**config.mk**
```make
export PLATFORM = sky130hd
export DESIGN_NAME = bta_cell
export DESIGN_NICKNAME = d
export VERILOG_FILES = /design/src/assert_macros.svh /design/src/bta_pkg.sv /design/src/bta_cell.sv
export SDC_FILE = /design/constraint.sdc
export NUM_CORES = 1
export LEC_CHECK = 0
export BUFFER_PORTS_ARGS = -buffer_cell sky130_fd_sc_hd__buf_2
export CORE_UTILIZATION = 44
export CTS_BUF_LIST = sky130_fd_sc_hd__clkbuf_16
export CTS_CLUSTER_SIZE = 25
export DETAILED_ROUTE_END_ITERATION = 10
export GPL_TIMING_DRIVEN = 0
export PLACE_DENSITY = 0.81
export SYNTH_ARGS = -nofsm -noshare
export SYNTH_HDL_FRONTEND = slang
export SYNTH_SLANG_ARGS = --single-unit
export TNS_END_PERCENT = 30
```
**constraint.sdc**
```tcl
create_clock -name clk -period 3.95 [get_ports clk]
set_clock_uncertainty 0.2 [all_clocks]
set_input_delay 0.79 -clock clk [delete_from_list [all_inputs] [get_ports clk]]
set_output_delay 0.79 -clock clk [all_outputs]
set_load 0.01 [all_outputs]
```
**src/assert_macros.svh**
```systemverilog
// assertion macros shared by the allocator rtl
`ifndef ASSERT_MACROS_SVH
`define ASSERT_MACROS_SVH

// property that holds at every clock edge outside reset
`define BTA_ASSERT(label, prop, msg) \
  label: assert property (@(posedge clk) disable iff (rst) prop) else $error(msg);

// condition that holds in the cycle after a trigger
`define BTA_ASSERT_NEXT(label, trig, cond, msg) \
  label: assert property (@(posedge clk) disable iff (rst) (trig) |=> (cond)) else $error(msg);

`endif

```
**src/bta_pkg.sv**
```systemverilog
// types and constants shared by the block table allocator
package bta_pkg;

  localparam int IDX_W = 7;
  localparam int SZ_W  = 16;
  localparam int CW    = IDX_W + 1;

  typedef struct packed {
    logic [12:0] req_size;
    logic        fit_mode;
  } bta_req_t;

  typedef struct packed {
    logic        granted;
    logic [11:0] block_offset;
  } bta_rsp_t;

  typedef struct packed {
    logic [SZ_W-1:0] offset;
    logic [SZ_W-1:0] size;
    logic            used;
  } entry_t;

  typedef struct packed {
    logic             found;
    logic             done;
    logic [IDX_W-1:0] idx;
    logic [SZ_W-1:0]  size;
    logic [SZ_W-1:0]  offset;
  } cand_t;

  typedef struct packed {
    logic [SZ_W-1:0] want;
    logic            best;
    logic [CW-1:0]   count;
  } scan_t;

  typedef struct packed {
    logic             en;
    logic             split;
    logic [IDX_W-1:0] idx;
    logic [SZ_W-1:0]  want;
    logic [SZ_W-1:0]  new_off;
    logic [SZ_W-1:0]  rest;
  } upd_t;

  typedef enum logic [1:0] {
    ST_IDLE,
    ST_SCAN,
    ST_APPLY
  } state_t;

endpackage

```
**src/bta_cell.sv**
```systemverilog
// one table entry with its stage of the search chain
module bta_cell import bta_pkg::*; #(
  parameter int IDX        = 0,
  parameter bit HEAD       = 1'b0,
  parameter int HEAP_BYTES = 4096
) (
  input  logic   clk,
  input  logic   rst,
  input  scan_t  scan,
  input  cand_t  cand_in,
  output cand_t  cand_out,
  input  upd_t   upd,
  input  entry_t left,
  output entry_t ent
);

  localparam logic [CW-1:0] MY = CW'(IDX);

  logic          fits;
  logic          exact;
  logic [CW-1:0] pick;
  logic [CW-1:0] pick_nb;
  cand_t         cand_next;

  assign fits    = (MY < scan.count) && !ent.used && (ent.size >= scan.want);
  assign exact   = (ent.size == scan.want);
  assign pick    = {1'b0, upd.idx};
  assign pick_nb = pick + CW'(1);

  always_comb begin
    cand_next = cand_in;
    if (!cand_in.done && fits) begin
      if (!scan.best || exact || !cand_in.found || (ent.size <= cand_in.size)) begin
        cand_next.found  = 1'b1;
        cand_next.done   = !scan.best || exact;
        cand_next.idx    = MY[IDX_W-1:0];
        cand_next.size   = ent.size;
        cand_next.offset = ent.offset;
      end
    end
  end

  always_ff @(posedge clk) begin
    if (rst) begin
      cand_out <= '0;
    end else begin
      cand_out <= cand_next;
    end
  end

  always_ff @(posedge clk) begin
    if (rst) begin
      if (HEAD) begin
        ent.offset <= '0;
        ent.size   <= SZ_W'(HEAP_BYTES);
        ent.used   <= 1'b0;
      end
    end else if (upd.en) begin
      if (MY == pick) begin
        ent.used <= 1'b1;
        ent.size <= upd.want;
      end else if (upd.split && (MY == pick_nb)) begin
        ent.offset <= upd.new_off;
        ent.size   <= upd.rest;
        ent.used   <= 1'b0;
      end else if (upd.split && (MY > pick_nb)) begin
        ent <= left;
      end
    end
  end

endmodule

```
==> run_results.csv, run 1 <==
group,metric,value,unit
logic_synthesis,synth_top_family_by_area,"simple AND/OR/NAND/NOR gates",
cts,cts_tree,"done",
logic_synthesis,synthXorXnorAreaFrac,0,%
routing,drt_iter0_drc,74,
critical_path,worstPathArrival,3050,ps
critical_path,startpoint_type,"primary input",
logic_synthesis,netlist_area,3810,sq um
logic_synthesis,synth-main-ff-cell,"dfxtp_1",
power_and_ir_drop,vdd_drop_max,0.268,mV
layout,fin_util,63.0,%
grt,grt_pass1_vias,3129,
floorplanning,ios,232,
cts,cts_resized,0,
outcome,status,"completed",
sta,finalSetupViolations,0,
logic_synthesis,synthAdderAreaFrac,10.5,%
floorplanning,core_area,8300,sq um
cts,htreeDepth,3,
layout,diodes,0,
logic_synthesis,ys_seq_area_share,47.5,%
sta,slew_headroom,59.2,%
sta,period_needed,3010,ps
routing,drt_drc_violations_left,0,
placement,gp_congestion,0.772,
floorplanning,start_util,46.0,%
grt,antenna_found_initial,0,
power_and_ir_drop,p_sw,436,uW
floorplanning,placementRows,33,
floorplanning,die_area,9050,sq um
logic_synthesis,synth_edf_count,33,
logic_synthesis,synthCells,346,
critical_path,critPathLaunch,"scan[22]",
logic_synthesis,async_flop_share,0,%
critical_path,cp-end-kind,"register",
floorplanning,die_w,95.1,um
cts,cts-hold-fix-buffers,0,
power_and_ir_drop,power_frac_clock,43.2,%
hold_path,min-delay-path-class,"register to register",
cts,root_buffer,"clkbuf_16",
routing,vias,3198,
layout,drive_above_1_share,39.4,%
power_and_ir_drop,comb_power_share,12.5,%
power_and_ir_drop,fin_total_pwr,1930,uW
sta,worst_pin_slew,611,ps
layout,final_common_cell,"buf_2",
routing,wire_per_inst,14.2,um
hold_path,min_from,"ent[17]",
placement,dp_hpwl,7570,um
logic_synthesis,avgSynthCellArea,11.0,sq um
grt,grt_first_pass_wirelength,14100,um
cts,clk_pin_slew,60,ps
critical_path,r2r-start,"ent[16]",
placement,io_buffers,181,
floorplanning,dieHeight,95.1,um
logic_synthesis,yosys.area_share.simple,15.8,%
power_and_ir_drop,p_sw_share,22.7,%
routing,antenna_left,0,
sta,fmax,0.333,GHz
grt,grt_max_degree,14,
layout,regArea,1810,sq um
critical_path,path_class,"primary input to register",
cts,cts_setup_buffers,0,
run,maxCapViolCount,0,
logic_synthesis,synth_compound_area_share,6.46,%
cts,cts_buffers,9,
logic_synthesis,synth-seq-cells,74,
cts,clk_path_buf_depth,2,
power_and_ir_drop,seqPwrFrac,44.3,%
routing,viasPerCell,4.82,
critical_path,cp.required,4000,ps
grt,track_usage,21.0,%
power_and_ir_drop,power_leakage,0.00253,uW
sta,fin_crit_sh,76.1,%
power_and_ir_drop,power_density,368,nW/um^2
logic_synthesis,synthMuxAreaShare,13.1,%
layout,final_nets,744,
layout,syn2layout_area_growth,37.1,%
sta,finalHoldViolations,0,
layout,multi_input_area,1810,sq um
power_and_ir_drop,internal-power,1490,uW
layout,final_cell_mix,"buf_2 (183), nand2b_1 (65), dfxtp_1 (41)",
routing,drtPass1Iterations,4,
logic_synthesis,ys_warn_count,0,
logic_synthesis,ys_types,33,
sta,rsz0062_at_grt,"no",
cts,insertion_delay,330,ps
critical_path,crit_fanout,10,
cts,cts.sinks,74,
grt,grt_overflow,0,
sta,finalMaxSlewViolations,0,
layout,n_fill_cell,712,
routing,wl,9400,um
-- synth_stat cells (all sizes together) (2+ instances only) --
cell type  count  area share [%]
nand4          6            0.98
a21oi         11             1.4
nand2b        65              11
buf            4            0.85
o21ai          2            0.26
nand2          5            0.49
o211ai         3            0.59
nor2           3            0.30
nor3b          9             1.8
clkbuf        25             2.5
a21o           5            0.98
dfxtp         41              22
and4           2            0.46
mux2          16             4.7
o21ba          2            0.52
mux2i         32             8.4
nor2b          2            0.33
ha            32              10
inv           33             3.2
nor4           4            0.66
edfxtp        33              26
-- logic make-up after synthesis --
logic type / count (synthesis)
compound gates: 32
fa+ha+maj: 32
buf+inv: 62
flops: 74
mux: 48
other cells: 1
simple gates: 97
-- worst max-delay path, stage by stage --
cell and delay (ps):
buf_2 80, inv_1 40, ha_1 290, and4_1 270
nand2_1 110, a211oi_1 350, a2111oi_4 100, a311oi_2 380
buf_6 230, buf_6 190, mux2i_1 220
-- stage by stage --
step                      instances  TNS, ps  setup WS, ps  cell area [sq um]  hold WS (ps)
after floorplan                 361        0           429               3870           383
after global placement          647    -8210          -485               4910           319
after detailed placement        648        0           563               4920           341
after CTS                       664        0           906               5230           353
after global routing            664        0           823               5230           375
final                           664        0           944               5230           349
-- final timing paths --
| kind | slack (ps) | end | cells after the start |
|---|---|---|---|
| max | 940 | cand_out[24] | 11 |
| min | 350 | cand_out[0] | 2 |
| max reg2reg | 970 | cand_out[24] | 9 |
| min reg2reg | 350 | cand_out[0] | 2 |
-- power groups by stage --
stage	combinational, uW	clock [uW]	sequential (uW)
after floorplan	104	0	891
after global placement	234	0	868
after global routing	269	887	858
after CTS	244	852	854
after detailed placement	242	0	870
final	240	832	853
-- routing by layer --
metal | vias up | GRT usage (%) | share of wire (%)
met4 | 0 | 9.72 | 1.4
li1 | 1584 | - | -
met1 | 1476 | 22.6 | 40
met5 | - | 0 | 0
met2 | 131 | 38.0 | 51
met3 | 7 | 5.66 | 7.8
-- flip-flops by register name (all words and copies together), names as in the netlist --
| register | flops |
|---|---|
| ent | 33 |
| cand_out | 41 |
-- area by class of cell --
type,instances,share of cell area (%)
inverter,33,2.37
timing repair buffer,182,17.5
clock buffer,10,4.78
buffer,29,2.42
tap,105,2.51
clock inverter,6,1.05
multi-input combinational,225,34.7
sequential,74,34.6
(Power assumes the default switching activity.)
==> inputs of run 2 (changes only) <==
==> constraint.sdc (replaced) <==
create_clock -name clk -period 3 [get_ports clk]
set_clock_uncertainty 0.2 [all_clocks]
set_input_delay 0.6 -clock clk [delete_from_list [all_inputs] [get_ports clk]]
set_output_delay 0.6 -clock clk [all_outputs]
set_load 0.01 [all_outputs]
==> run 2 against run 1 <==
Effect of this change: register-to-register slack got worse by 840 ps; first-iteration DRC count is 16% lower; design area rose by 0.91%; sequential share of layout area shrank 0.31 points; cell count unchanged; flip-flop and latch count unchanged; critical path depth is 2 lower; sequential power rose by 31%; largest power group is now clock.
==> run_results.csv, run 2 (synthesis gave the netlist of run 1 again) <==
group,metric,value,unit
cts,cts_tree,"done",
critical_path,cp-end-kind,"register",
layout,top_register,"cand_out",
hold_path,min-delay-path-class,"primary input to register",
power_and_ir_drop,vdd_drop_max,0.280,mV
cts,cts.sinks,74,
grt,grt_max_degree,18,
critical_path,critPathBufInv,2,
floorplanning,core_area,8300,sq um
floorplanning,start_util,46.0,%
run,maxCapViolCount,0,
grt,antenna_found_initial,0,
placement,io_buffers,181,
power_and_ir_drop,power_density,501,nW/um^2
floorplanning,die_area,9050,sq um
critical_path,ff2ff_path_depth,9,
critical_path,path_class,"register to register",
floorplanning,ios,232,
layout,final_nets,744,
floorplanning,placementRows,33,
sta,finalMaxSlewViolations,0,
critical_path,startpoint_type,"register",
hold_path,whs_path_depth,1,
power_and_ir_drop,internal-power,2050,uW
layout,multi_input_area,1840,sq um
critical_path,critPathTopFamily,"compound AO/OA/AOI/OAI gates",
power_and_ir_drop,comb_power_share,12.1,%
critical_path,path_cells,"ha_1 -> a21o_1 -> a21o_1 -> a221o_1 -> a2111oi_4 -> a311oi_2 -> buf_6 -> buf_6 -> mux2i_1",
placement,dp_hpwl,7700,um
cts,clk_pin_slew,60,ps
layout,final-instance-count-excl-fill,664,
critical_path,cp.required,3000,ps
power_and_ir_drop,power_frac_clock,45.4,%
routing,viasPerCell,4.86,
layout,n_fill_cell,710,
sta,worst_pin_slew,930,ps
power_and_ir_drop,p_sw,591,uW
layout,largest_reg_flops,41,
routing,antenna_left,0,
sta,finalHoldViolations,0,
layout,final_cell_mix,"buf_2 (183), nand2b_1 (65), dfxtp_1 (41)",
cts,insertion_delay,320,ps
routing,drt_iter0_drc,62,
layout,regArea,1810,sq um
grt,grt_pass1_vias,3196,
outcome,status,"completed",
cts,clk_path_buf_depth,2,
power_and_ir_drop,fin_total_pwr,2640,uW
power_and_ir_drop,seqPwrFrac,42.5,%
routing,wire_per_inst,14.4,um
power_and_ir_drop,p_sw_share,22.3,%
critical_path,worstPathArrival,2880,ps
routing,drt_drc_violations_left,0,
routing,wl,9570,um
layout,syn2layout_area_growth,38.3,%
critical_path,slowest_delay,450,ps
grt,grt_overflow,0,
placement,gp_congestion,0.755,
placement,post-place-ws,-616,ps
layout,drive_above_1_share,40.4,%
sta,slew_headroom,37.9,%
power_and_ir_drop,power_leakage,0.00255,uW
sta,finalSetupViolations,0,
routing,drtPass1Iterations,4,
cts,htreeDepth,3,
grt,grt_first_pass_wirelength,14100,um
critical_path,worst-path-stages,9,
cts,cts-hold-fix-buffers,0,
routing,vias,3225,
critical_path,crit_slowest_cell,"edfxtp_1",
sta,final.setup.worst_slack,127,ps
sta,fmax,0.348,GHz
sta,hold_ws,243,ps
sta,period_needed,2870,ps
cts,root_buffer,"clkbuf_16",
grt,track_usage,20.8,%
floorplanning,dieHeight,95.1,um
cts,cts_buffers,9,
layout,fin_util,63.6,%
layout,final_common_cell,"buf_2",
layout,diodes,0,
placement,dp.cells,647,
floorplanning,die_w,95.1,um
critical_path,crit_fanout,10,
sta,fin_crit_sh,95.8,%
layout,layout_top_registers,"cand_out x41, ent x33",
[run 2: layout make-up]
type | instances | area share [%]
plain buffers | 29 | 2.39
flip-flops and latches | 74 | 34.3
inverters | 33 | 2.35
clock buffers | 10 | 4.74
multi-input cells | 225 | 34.8
clock inverters | 6 | 1.59
repair buffers | 182 | 17.3
well taps | 105 | 2.49
[run 2: path summary, 6_finish.rpt]
| check | to | from | slack [ps] |
|---|---|---|---|
| worst min register to register | cand_out[7] | ent[24] | 340 |
| worst min-delay path | ent[22] | left[22] | 240 |
| worst max-delay path | cand_out[23] | ent[10] | 130 |
| worst max register to register | cand_out[23] | ent[10] | 130 |
[run 2: timing repair]
item | CTS | global route
buffers inserted | 0 | 1
resized for setup | 1 | 3
setup endpoints to repair | 17 | 15
pin swaps | 0 | 1
[run 2: per-layer routing]
metal	wire length [um]	track usage, %	part of all wire (%)
met5	0	0	0
met2	4920	38.6	51
met1	3810	22.5	40
met4	181	9.47	1.9
met3	654	4.39	6.8
[run 2: worst register-to-register path: cells and delay by family, from the launching register on]
family / cells / cell delay (ps)
flops: 1 / 450
compound gates: 5 / 1300
buf+inv: 2 / 350
mux: 1 / 130
fa+ha+maj: 1 / 320
[run 2: power by group through the flow]
stage               sequential, uW  clock [uW]  combinational, uW
finish                        1120        1200                320
global route                  1130        1260                356
CTS                           1120        1220                322
detailed placement            1150           0                320
global placement              1140           0                310
floorplan                     1170           0                137
[run 2: metrics by stage]
step	setup TNS [ps]	instance area, sq um
floorplan	0	3880
global placement	-8730	4910
detailed placement	-12590	4910
CTS	0	5250
global route	-40.0	5280
finish	0	5280
